--- src/sv/mdsp_pkg.sv ---
// ----------------------------------------------------------------------------
// Multibyte delimiter splitter package
// Shared widths, register indexes, result kinds and the control and status
// structs between the controller and the datapath.
// ----------------------------------------------------------------------------
package mdsp_pkg;

   localparam int MAX_DELIMITER_DEF = 8;

   localparam int BYTE_W  = 8;
   localparam int LEN_W   = 4;
   localparam int DELIM_W = 64;
   localparam int IDX_W   = 1;
   localparam int USER_W  = 3;

   localparam logic [LEN_W-1:0]   LEN_RESET   = 4'd1;
   localparam logic [DELIM_W-1:0] DELIM_RESET = 64'd44;

   // Configuration register indexes
   localparam logic [IDX_W-1:0] REG_DELIM_LENGTH = 1'b0;
   localparam logic [IDX_W-1:0] REG_DELIM_BYTES  = 1'b1;

   // Kind of result loaded into the output register
   localparam logic [1:0] EMIT_NONE = 2'd0;
   localparam logic [1:0] EMIT_BYTE = 2'd1;
   localparam logic [1:0] EMIT_END  = 2'd2;

   typedef struct packed {
      logic       accept;     // take the input byte into the window
      logic       pop;        // drop the oldest window byte
      logic [1:0] emit;       // result to load into the output register
      logic       string_end;
      logic       run_last;
   } mdsp_cmd_type;

   typedef struct packed {
      logic slot_free;  // output register empty or being taken
      logic full;       // the incoming byte completes the window
      logic match;      // completed window equals the delimiter
      logic len_one;    // active delimiter length is one
      logic fill_one;   // exactly one byte held in the window
   } mdsp_status_type;

endpackage

--- src/sv/mdsp_datapath.sv ---
// ----------------------------------------------------------------------------
// Multibyte delimiter splitter datapath
// Delimiter registers, byte window with fill count, delimiter comparison and
// the registered result stage.
// ----------------------------------------------------------------------------
module mdsp_datapath
   import mdsp_pkg::*;
#(
   parameter int MAX_DELIMITER = MAX_DELIMITER_DEF
) (
   input  logic                clock,
   input  logic                reset,
   input  logic                csr_we,
   input  logic [IDX_W-1:0]    csr_index,
   input  logic [DELIM_W-1:0]  csr_wdata,
   input  logic [BYTE_W-1:0]   char_in,
   input  mdsp_cmd_type        cmd,
   output mdsp_status_type     status,
   input  logic                rsp_tready,
   output logic                rsp_tvalid,
   output logic [BYTE_W-1:0]   rsp_tdata,
   output logic [USER_W-1:0]   rsp_tuser,
   output logic                rsp_tlast
);

   localparam int FILL_W = $clog2(MAX_DELIMITER + 1);
   localparam int WIN_W  = MAX_DELIMITER * BYTE_W;

   logic [LEN_W-1:0]  len_ff, len_in;
   logic [WIN_W-1:0]  delim_ff, delim_in;
   logic [WIN_W-1:0]  win_ff, win_in;
   logic [FILL_W-1:0] fill_ff, fill_in;

   logic              out_valid_ff, out_valid_in;
   logic [BYTE_W-1:0] out_byte_ff, out_byte_in;
   logic [USER_W-1:0] out_user_ff, out_user_in;
   logic              out_last_ff, out_last_in;

   logic [FILL_W-1:0] len_act;
   logic [WIN_W-1:0]  win_app;
   logic              mismatch;

   // Out-of-range lengths are clamped into one to MAX_DELIMITER.
   always_comb begin
      if (len_ff == '0) begin
         len_act = FILL_W'(1);
      end else if (len_ff > LEN_W'(MAX_DELIMITER)) begin
         len_act = FILL_W'(MAX_DELIMITER);
      end else begin
         len_act = FILL_W'(len_ff);
      end
   end

   // Window with the incoming byte placed at the fill position.
   always_comb begin
      win_app  = win_ff;
      mismatch = 1'b0;
      for (int i = 0; i < MAX_DELIMITER; i++) begin
         if (fill_ff == FILL_W'(i)) begin
            win_app[i*BYTE_W +: BYTE_W] = char_in;
         end
      end
      for (int i = 0; i < MAX_DELIMITER; i++) begin
         if ((FILL_W'(i) < len_act) &&
             (win_app[i*BYTE_W +: BYTE_W] != delim_ff[i*BYTE_W +: BYTE_W])) begin
            mismatch = 1'b1;
         end
      end
   end

   assign status.slot_free = !out_valid_ff || rsp_tready;
   assign status.full      = (fill_ff + FILL_W'(1)) == len_act;
   assign status.match     = !mismatch;
   assign status.len_one   = len_act == FILL_W'(1);
   assign status.fill_one  = fill_ff == FILL_W'(1);

   always_comb begin
      len_in   = len_ff;
      delim_in = delim_ff;
      win_in   = win_ff;
      fill_in  = fill_ff;

      if (cmd.accept) begin
         if (status.full && status.match) begin
            fill_in = '0;
         end else if (status.full) begin
            // Oldest byte leaves; the fill count stays at one below the length.
            win_in = win_app >> BYTE_W;
         end else begin
            win_in  = win_app;
            fill_in = fill_ff + FILL_W'(1);
         end
      end else if (cmd.pop) begin
         win_in  = win_ff >> BYTE_W;
         fill_in = fill_ff - FILL_W'(1);
      end

      if (csr_we) begin
         case (csr_index)
            REG_DELIM_LENGTH: begin
               len_in  = csr_wdata[LEN_W-1:0];
               fill_in = '0;
            end
            REG_DELIM_BYTES: begin
               delim_in = csr_wdata[WIN_W-1:0];
            end
            default: begin
               len_in = len_ff;
            end
         endcase
      end
   end

   always_comb begin
      out_valid_in = out_valid_ff;
      out_byte_in  = out_byte_ff;
      out_user_in  = out_user_ff;
      out_last_in  = out_last_ff;
      if (rsp_tready) begin
         out_valid_in = 1'b0;
      end
      case (cmd.emit)
         EMIT_BYTE: begin
            out_valid_in = 1'b1;
            out_byte_in  = win_app[BYTE_W-1:0];
            out_user_in  = {1'b0, 1'b0, 1'b1};
            out_last_in  = cmd.run_last;
         end
         EMIT_END: begin
            out_valid_in = 1'b1;
            out_byte_in  = '0;
            out_user_in  = {cmd.string_end, 1'b1, 1'b0};
            out_last_in  = cmd.run_last;
         end
         default: begin
            out_byte_in = out_byte_ff;
         end
      endcase
   end

   always_ff @(posedge clock) begin
      if (reset) begin
         len_ff       <= LEN_RESET;
         delim_ff     <= DELIM_RESET[WIN_W-1:0];
         fill_ff      <= '0;
         out_valid_ff <= 1'b0;
      end else begin
         len_ff       <= len_in;
         delim_ff     <= delim_in;
         fill_ff      <= fill_in;
         out_valid_ff <= out_valid_in;
      end
   end

   always_ff @(posedge clock) begin
      win_ff      <= win_in;
      out_byte_ff <= out_byte_in;
      out_user_ff <= out_user_in;
      out_last_ff <= out_last_in;
   end

   assign rsp_tvalid = out_valid_ff;
   assign rsp_tdata  = out_byte_ff;
   assign rsp_tuser  = out_user_ff;
   assign rsp_tlast  = out_last_ff;

endmodule

--- src/sv/mdsp_controller.sv ---
// ----------------------------------------------------------------------------
// Multibyte delimiter splitter controller
// Accepts bytes, then after the final byte sequences the window flush and
// the closing part end.
// ----------------------------------------------------------------------------
module mdsp_controller
   import mdsp_pkg::*;
(
   input  logic            clock,
   input  logic            reset,
   input  logic            req_tvalid,
   input  logic            req_tlast,
   input  mdsp_status_type status,
   output logic            req_tready,
   output mdsp_cmd_type    cmd
);

   localparam logic [1:0] ST_IDLE  = 2'd0;
   localparam logic [1:0] ST_FLUSH = 2'd1;
   localparam logic [1:0] ST_END   = 2'd2;

   logic [1:0] state_ff, state_in;

   assign req_tready = (state_ff == ST_IDLE) && status.slot_free;

   always_comb begin
      state_in       = state_ff;
      cmd.accept     = 1'b0;
      cmd.pop        = 1'b0;
      cmd.emit       = EMIT_NONE;
      cmd.string_end = 1'b0;
      cmd.run_last   = 1'b0;
      case (state_ff)
         ST_IDLE: begin
            if (req_tvalid && status.slot_free) begin
               cmd.accept = 1'b1;
               if (status.full && status.match) begin
                  cmd.emit       = EMIT_END;
                  cmd.string_end = req_tlast;
                  cmd.run_last   = 1'b1;
               end else if (status.full) begin
                  cmd.emit     = EMIT_BYTE;
                  cmd.run_last = !req_tlast;
                  if (req_tlast) begin
                     // A one-byte window is already empty after this byte.
                     state_in = status.len_one ? ST_END : ST_FLUSH;
                  end
               end else if (req_tlast) begin
                  state_in = ST_FLUSH;
               end
            end
         end
         ST_FLUSH: begin
            if (status.slot_free) begin
               cmd.pop  = 1'b1;
               cmd.emit = EMIT_BYTE;
               if (status.fill_one) begin
                  state_in = ST_END;
               end
            end
         end
         ST_END: begin
            if (status.slot_free) begin
               cmd.emit       = EMIT_END;
               cmd.string_end = 1'b1;
               cmd.run_last   = 1'b1;
               state_in       = ST_IDLE;
            end
         end
         default: begin
            state_in = ST_IDLE;
         end
      endcase
   end

   always_ff @(posedge clock) begin
      if (reset) begin
         state_ff <= ST_IDLE;
      end else begin
         state_ff <= state_in;
      end
   end

endmodule

--- src/sv/multibyte_delimiter_splitter.sv ---
// ----------------------------------------------------------------------------
// Multibyte delimiter splitter
// Splits a byte stream into parts at a configurable delimiter of up to
// MAX_DELIMITER bytes.
// ----------------------------------------------------------------------------
// The block takes one byte per cycle as long as the single output register is
// free, and an ordinary byte produces at most one result, so a string streams
// through at one byte a cycle. The final byte of a string (tlast), unless it
// completes the delimiter, starts a flush that drains the window one byte a
// cycle while the output register is free and then emits the closing part
// end; no byte is accepted during the flush. Writing the delimiter length
// empties the window. There is no clearing pass after reset.
module multibyte_delimiter_splitter
   import mdsp_pkg::*;
#(
   parameter int MAX_DELIMITER = MAX_DELIMITER_DEF
) (
   input  logic               clock,
   input  logic               reset,
   input  logic               csr_we,
   input  logic [IDX_W-1:0]   csr_index,
   input  logic [DELIM_W-1:0] csr_wdata,
   input  logic               req_tvalid,
   output logic               req_tready,
   input  logic [BYTE_W-1:0]  req_tdata,   // [7:0] char_in
   input  logic               req_tlast,   // final_char
   output logic               rsp_tvalid,
   input  logic               rsp_tready,
   output logic [BYTE_W-1:0]  rsp_tdata,   // [7:0] part_byte
   output logic [USER_W-1:0]  rsp_tuser,   // [0] byte_valid, [1] part_end, [2] string_end
   output logic               rsp_tlast    // run_last
);

   mdsp_cmd_type    cmd;
   mdsp_status_type status;

   mdsp_controller u_controller (
      .clock      (clock),
      .reset      (reset),
      .req_tvalid (req_tvalid),
      .req_tlast  (req_tlast),
      .status     (status),
      .req_tready (req_tready),
      .cmd        (cmd)
   );

   mdsp_datapath #(
      .MAX_DELIMITER (MAX_DELIMITER)
   ) u_datapath (
      .clock      (clock),
      .reset      (reset),
      .csr_we     (csr_we),
      .csr_index  (csr_index),
      .csr_wdata  (csr_wdata),
      .char_in    (req_tdata),
      .cmd        (cmd),
      .status     (status),
      .rsp_tready (rsp_tready),
      .rsp_tvalid (rsp_tvalid),
      .rsp_tdata  (rsp_tdata),
      .rsp_tuser  (rsp_tuser),
      .rsp_tlast  (rsp_tlast)
   );

   // A result is only loaded when the output register can take it.
   a_emit_slot_free: assert property (@(posedge clock) disable iff (reset)
      (cmd.emit != EMIT_NONE) |-> status.slot_free)
      else $error("result loaded over a pending result");

   // An item is accepted only when it can be answered at once.
   a_accept_slot_free: assert property (@(posedge clock) disable iff (reset)
      (req_tvalid && req_tready) |-> (!rsp_tvalid || rsp_tready))
      else $error("item accepted while output register blocked");

   // The string end always closes a part and the run of its item.
   a_string_end_closes: assert property (@(posedge clock) disable iff (reset)
      (rsp_tvalid && rsp_tuser[2]) |-> (rsp_tuser[1] && rsp_tlast && !rsp_tuser[0]))
      else $error("string end without part end and run end");

   // Flushing and popping never happen together with taking a new byte.
   a_accept_pop_excl: assert property (@(posedge clock) disable iff (reset)
      cmd.pop |-> !req_tready)
      else $error("window pop while accepting items");

endmodule

--- config.mk ---
export PLATFORM = sky130hd
export DESIGN_NAME = multibyte_delimiter_splitter
export DESIGN_NICKNAME = d
export VERILOG_FILES = /design/src/sv/mdsp_pkg.sv /design/src/sv/mdsp_datapath.sv /design/src/sv/mdsp_controller.sv /design/src/sv/multibyte_delimiter_splitter.sv
export SDC_FILE = /design/constraint.sdc
export NUM_CORES = 1
export LEC_CHECK = 0
export BUFFER_PORTS_ARGS = -buffer_cell sky130_fd_sc_hd__buf_2
export CAP_MARGIN = 20
export CORE_ASPECT_RATIO = 1.75
export CORE_UTILIZATION = 54
export CTS_BUF_LIST = sky130_fd_sc_hd__clkbuf_4 sky130_fd_sc_hd__clkbuf_8 sky130_fd_sc_hd__clkbuf_16
export DETAILED_ROUTE_END_ITERATION = 7
export PLACE_DENSITY = 0.82
export SLEW_MARGIN = 20
export SYNTH_ARGS = -nofsm -noshare
export SYNTH_HDL_FRONTEND = slang
export SYNTH_SLANG_ARGS = --single-unit
--- constraint.sdc ---
create_clock -name clock -period 7.74 [get_ports clock]
set_input_delay 1.548 -clock clock [delete_from_list [all_inputs] [get_ports clock]]
set_output_delay 1.548 -clock clock [all_outputs]
set_load 0.02 [all_outputs]
# [After elaboration in Yosys (flattened, before gate mapping)]
# Cells that the tools add are included.
[totals] reg_bits=151 latchBits=0 ram_bits=0 romBits=0 out_inout_bits=14 memories=0
[op_classes] addsub=2 multipliers=0 div=0 order_cmp=9 eq_ne=28 n_shift=0 muxes=55 bitwise_logic=1 n_reduce_logical=26
[op_table] operator="$mux W64" n=4
[op_table] operator="$mux W8" n=8
[op_table] operator="$ne A8 B8 Y1" n=8
[op_table] operator="$mux W4" n=10
[op_table] operator="$mux W2" n=10
[op_table] operator="$mux W1" n=17
[op_table] operator="$eq A4 B3 Y1 const B" n=4
[op_table] operator="$lt A3 B4 Y1 const A" n=4
[op_table] operator="$pmux W8 S2" n=1
[op_table] operator="$pmux W2 S3" n=2
[op_table] operator="$logic_and A1 B1 Y1" n=11
[op_table] operator="$ne A2 B2 Y1 const B" n=5
[op_table] operator="$eq A4 B1 Y1 const B" n=2
[op_table] operator="$eq A4 B2 Y1 const B" n=2
[op_table] operator="$logic_not A4 Y1" n=2
[op_table] operator="$lt A1 B4 Y1 const A" n=2
[op_table] operator="$lt A2 B4 Y1 const A" n=2
[op_table] operator="$pmux W3 S2" n=1
[op_table] operator="$reduce_and A2 Y1" n=3
[op_table] operator="$reduce_and A6 Y1" n=1
[op_table] operator="$reduce_bool A2 Y1" n=3
[op_table] operator="$add A4 B1 Y4 const B" n=1
[op_table] operator="$eq A2 B1 Y1 const B" n=2
[op_table] operator="$eq A2 B2 Y1 const B" n=2
[op_table] operator="11 further kinds" n=14

# [Depth between registers and ports, before layout]
[logic_depth] word_depth=21 mapped_depth=15 depth_no_buf=13

# [Hierarchy]
# Synthesis repeated with hierarchy kept, for this count alone.
[unflattened] hier_cells=1074 area_unflattened_um2=8745.9
[by_module_without_submodules] mod="mdsp_datapath" n_inst=1 cells_each=1044 area_per_inst_um2=8499.4
[by_module_without_submodules] mod="mdsp_controller" n_inst=1 cells_each=30 area_per_inst_um2=246.5

# [Least setup slack after synthesis]
# No wires, ideal clock.
[synth_timing] kind="input to register" start="input port req_tdata[6]" end="register u_datapath.win_ff[0] (enable)" setup_ns=0.574 arrival_ns=7.488 required_ns=7.166 setup_slack_ns=-0.322 stages=8 path_buffers=2 path_cell_list="clkbuf_1 > clkbuf_1 > mux2i_1 > o221ai_1 > o31ai_1 > a41oi_1 > nor4_1 > o21ai_0"
[synth_between] elab_chain_len=15 word_cells_on_any_way=36 cone_classes="eq/ne (9); mux (16); reduce/logical (11)"
[synth_rtl] element="start, declared" line_no="multibyte_delimiter_splitter.sv:25" text="input logic [BYTE_W-1:0] req_tdata,"
[synth_rtl] element="$mux W8" line_no="mdsp_datapath.sv:59" text="if (fill_ff == FILL_W'(i)) begin"
[synth_rtl] element="$ne A8 B8 Y1" line_no="mdsp_datapath.sv:65" text="(win_app[i*BYTE_W +: BYTE_W] != delim_ff[i*BYTE_W +: BYTE_W])) begin"
[synth_rtl] element="$logic_and A1 B1 Y1" line_no="mdsp_datapath.sv:64" text="if ((FILL_W'(i) < len_act) &&"
[synth_rtl] element="$mux W1 (7 in a row)" line_no="mdsp_datapath.sv:64"
[synth_rtl] element="$mux W1 *" line_no="mdsp_datapath.sv:64"
[synth_rtl] element="$logic_not A1 Y1 *" line_no="mdsp_datapath.sv:73" text="assign status.match = !mismatch;"
[synth_rtl] element="$logic_and A1 B1 Y1 *" line_no="mdsp_datapath.sv:84" text="if (status.full && status.match) begin"
[synth_rtl] element="$ne A2 B2 Y1 (no line) *"
[synth_rtl] element="$reduce_and A2 Y1 (no line) *"
[synth_rtl] element="end signal, assigned" line_no="mdsp_datapath.sv:156" text="win_ff <= win_in;"
[synth_rtl] element="end, declared" line_no="mdsp_datapath.sv:31" text="logic [WIN_W-1:0] win_ff, win_in;"
# Every way passes the cells marked *; elsewhere a longest branch is shown, timed or not.
# A chain may end at the register's enable or synchronous reset.

# [Worst setup path in the final report]
[layout_timing] start="register u_datapath.fill_ff[0]" end="register u_datapath.out_byte_ff[0] (netlist: u_datapath.rsp_tdata[0]) (enable)"
[layout_between] elab_chain_len=19 word_cells_on_any_way=51 cone_classes="add/sub (1); eq/ne (18); mux (20); reduce/logical (12)"
[layout_rtl] element="start, declared" line_no="mdsp_datapath.sv:32" text="logic [FILL_W-1:0] fill_ff, fill_in;"
[layout_rtl] element="start signal, assigned" line_no="mdsp_datapath.sv:150" text="fill_ff <= fill_in;"
[layout_rtl] element="$logic_not A4 Y1" line_no="mdsp_datapath.sv:59"
[layout_rtl] element="$mux W8" line_no="mdsp_datapath.sv:59"
[layout_rtl] element="$ne A8 B8 Y1" line_no="mdsp_datapath.sv:65"
[layout_rtl] element="$logic_and A1 B1 Y1" line_no="mdsp_datapath.sv:64"
[layout_rtl] element="$mux W1 (8 in a row)" line_no="mdsp_datapath.sv:64"
[layout_rtl] element="$logic_not A1 Y1" line_no="mdsp_datapath.sv:73"
[layout_rtl] element="$logic_and A1 B1 Y1" line_no="mdsp_controller.sv:37" text="if (status.full && status.match) begin"
[layout_rtl] element="$mux W2 *" line_no="mdsp_controller.sv:37"
[layout_rtl] element="$mux W4 *" line_no="mdsp_controller.sv:35" text="if (req_tvalid && status.slot_free) begin"
[layout_rtl] element="$pmux W2 S3 *" line_no="mdsp_controller.sv:33" text="case (state_ff)"
[layout_rtl] element="$eq A2 B1 Y1 or $eq A2 B2 Y1 (tied branches)" line_no="mdsp_datapath.sv:122" text="case (cmd.emit)"
[layout_rtl] element="$reduce_bool A2 Y1 (no line) *"
[layout_rtl] element="end signal, assigned" line_no="mdsp_datapath.sv:157" text="out_byte_ff <= out_byte_in;"
[layout_rtl] element="end, declared" line_no="mdsp_datapath.sv:35" text="logic [BYTE_W-1:0] out_byte_ff, out_byte_in;"
# Marks and branches as above.

==> results_dict.tcl <==
set metrics [dict create \
    layout_setup_ws_ns 2.70 \
    ant_nets 0 \
    slew_headroom_pct 28.3 \
    drc 0 \
    wl_per_cell_um 19.7 \
    cts_inserted_buffers 17 \
    io_pins 93 \
    drt-pass1-iter-count 6 \
    antenna_cells 0 \
    path_cells "ha_1, nor3b_2, mux2i_1, xor2_1, o211ai_1, nor4_1, a41oi_1, or3_4, o31ai_2, ha_1, inv_1" \
    finalCriticalPeriod_ns 5.04 \
    die_w_um 97.6 \
    gp_congestion 0.924 \
    synth_area_um2 8630 \
    power_mw 4.03 \
    synth_fp_nets 1140 \
    cts_resized 0 \
    fmax_ghz 0.199 \
    dr.first_iter.drc_count 751 \
    yosys_warnings 0 \
    cts_root_buffer "clkbuf_16" \
    seqPwrFrac_pct 35.5 \
    power_frac_comb_pct 43.2 \
    r2r-start "u_datapath.fill_ff[0]$_SDFF_PP0_" \
    layout_commonest_cell "nand2_1" \
    power_density_nw_per_um2 414 \
    fin_worst_skew_ns 0.0119 \
    start_kind "flip-flop" \
    grt_overflow 0 \
    yosysUniqueCellTypes 59 \
    slowest_delay_ns 0.91 \
    area.growth.synth_to_final_pct 12.7 \
    final_area_um2 9730 \
    maxCapViolations 0 \
    crit_slowest_cell "nor3b_2" \
    cp-end-kind "flip-flop" \
    final_core_util_pct 62.9 \
    vias 8174 \
    clock_path_buffers 2 \
    max-vdd-ir-drop_v 0.000222 \
    crit_path_frequent_cell "ha_1" \
    drive_above_1_share_pct 13.7 \
    cp_data_required_time_ns 7.82 \
    worstPathArrival_ns 5.12 \
    seq_area_frac_synth_pct 43.8 \
    core-area_um2 15500 \
    synth_seq_cells 151 \
    clock-sinks 151 \
    fp-row-count 60 \
    rsz0062_at_grt "no" \
    min_from "u_datapath.delim_ff[52]$_SDFFE_PP0P_" \
    holdWs_ns 0.470 \
    final-setup-viol-count 0 \
    dpl.cell_count 1266 \
    final_cell_mix "nand2_1 (283), a21oi_1 (109), buf_2 (92)" \
    fin_cells 1298 \
    maxSlewViolCount 0 \
    synth_flop_cell "edfxtp_1" \
    ctsHoldBuffers 0 \
    clkPwrFrac_pct 21.2 \
    switching_power_mw 1.73 \
    internal_power_mw 2.30 \
    die_h_um 169 \
    clk_latency_ns 0.44 \
    finalCritPeriodShare_pct 65.1 \
    tns_ns 0 \
    grt_antenna_before_repair 0 \
    drt-total-wl_mm 25.6 \
    h-tree-depth 4 \
    worstSetupPathType "flip-flop to flip-flop" \
    pre_cts_ws_ns 2.42 \
    syn_area_per_cell_um2 8.19 \
    grt_max_degree 90 \
    viasPerCell 6.30 \
    hold_class "flip-flop to flip-flop" \
    worst_pin_slew_ns 1.07 \
    initial_core_util_pct 55.8 \
    grt_pass1_wl_mm 40.4 \
    async_flop_share_pct 0 \
    nets 1185 \
    dieArea_um2 16500 \
    hold_viol 0 \
    swShare_pct 42.9 \
    numPortBuffers 92 \
    postSynthCellCount 1054 \
    grt_pass1_vias 7810 \
    crit_start "u_datapath.fill_ff[0]$_SDFF_PP0_" \
    post_cts_buffers 0 \
    p_leak_nw 3.97 \
    synth-edff-count 76 \
    dp_hpwl_mm 17.0 \
    cts_tree "yes" \
    grt_use_total_pct 31.4 \
    postPlaceCellArea_um2 9110 \
    crit_fanout 14 \
    clk_pin_slew_ns 0.07 \
    status "completed" \
]
[critical path: cells and delay by family (launching register included)]
| kind | cells | cell delay [ns] |
|---|---|---|
| AO/OA/AOI/OAI | 3 | 0.77 |
| XOR/XNOR | 1 | 0.18 |
| multiplexers | 1 | 0.45 |
| buffers and inverters | 1 | 0.35 |
| adder cells (fa/ha/maj) | 2 | 0.66 |
| flip-flops | 1 | 0.49 |
| AND/OR/NAND/NOR | 3 | 1.79 |
[worst paths after layout]
check                                                        endpoint  slack [ns]  cells after the start
worst max-delay path            u_datapath.rsp_tdata[0]$_SDFFCE_PN0P_        2.70                     11
worst min-delay path             u_datapath.delim_ff[52]$_SDFFE_PP0P_        0.47                      2
worst max register to register  u_datapath.rsp_tdata[0]$_SDFFCE_PN0P_        2.70                     11
worst min register to register   u_datapath.delim_ff[52]$_SDFFE_PP0P_        0.47                      2
[kinds of logic (layout without fill, tap and decap cells)]
family / count (synthesis) / count (layout) / synth area share, %
mux: 61 / 61 / 7.13
simple gates: 435 / 435 / 21.7
flops: 151 / 151 / 43.8
fa+ha+maj: 7 / 7 / 1.01
buf+inv: 110 / 168 / 5.10
xor+xnor: 33 / 33 / 3.51
compound gates: 257 / 257 / 17.7
[flip-flops by register name, summed over array words and instances, names as in the netlist]
| register | flops |
|---|---|
| u_datapath.rsp_tvalid | 1 |
| u_datapath.len_ff | 4 |
| u_datapath.fill_ff | 4 |
| u_datapath.rsp_tuser | 3 |
| u_datapath.rsp_tdata | 8 |
| u_datapath.delim_ff | 64 |
| u_datapath.win_ff | 64 |
| u_controller.state_ff | 2 |
| u_datapath.rsp_tlast | 1 |
[synthesized netlist by cell type (2+ instances only)]
cell / number / area, µm²
or4_1: 2 / 15.0
o41ai_1: 2 / 17.5
o22ai_1: 32 / 200
a22oi_1: 2 / 15.0
dfxtp_1: 75 / 1500
buf_2: 7 / 35.0
edfxtp_1: 76 / 2280
nor3_1: 14 / 70.1
a2111oi_0: 3 / 26.3
xnor2_1: 10 / 87.6
buf_4: 3 / 22.5
or2_2: 2 / 12.5
nor3b_2: 2 / 25.0
inv_1: 37 / 139
a211o_1: 3 / 26.3
and2_1: 3 / 18.8
nand3b_1: 9 / 67.6
or3_1: 3 / 18.8
o211ai_1: 2 / 15.0
nand3_1: 13 / 65.1
o21ai_0: 60 / 300
o2bb2ai_1: 2 / 17.5
nor2_1: 65 / 244
buf_1: 6 / 22.5
mux2i_1: 57 / 571
a31oi_1: 4 / 25.0
clkbuf_1: 56 / 210
a21oi_1: 109 / 546
nor4_1: 6 / 37.5
o31ai_1: 6 / 45.0
ha_1: 7 / 87.6
nor2b_1: 13 / 81.3
mux2_2: 4 / 45.0
nand2_1: 285 / 1070
nor3b_1: 3 / 22.5
nand2b_1: 5 / 31.3
o221ai_1: 9 / 78.8
and3_1: 2 / 12.5
a211oi_1: 4 / 30.0
xor2_1: 22 / 193
o22a_1: 11 / 96.3
[routing by layer]
metal	global-route usage [%]	part of all wire (%)	routed length (µm)	vias to the layer above
met5	0	0	0	-
met2	56.2	52	13400	448
met4	22.9	7.7	1970	0
met3	4.57	6.1	1560	155
met1	33.4	34	8720	3812
li1	-	-	-	3759
[cell type report]
type,instances,area (µm²)
inverters,37,139
repair buffers,99,513
fillers,1327,5740
multi-input cells,793,4450
clock buffers,21,514
well taps,186,233
clock inverters,11,98.8
flip-flops and latches,151,3780
[power by group through the flow]
stage	Clock (mW)	Sequential [mW]	Combinational, mW
floorplan	0	1.41	1.25
global placement	0	1.42	1.64
detailed placement	0	1.43	1.68
CTS	0.858	1.42	1.71
global route	0.891	1.44	1.91
finish	0.856	1.43	1.74
Power figures use the tool's default switching activity.
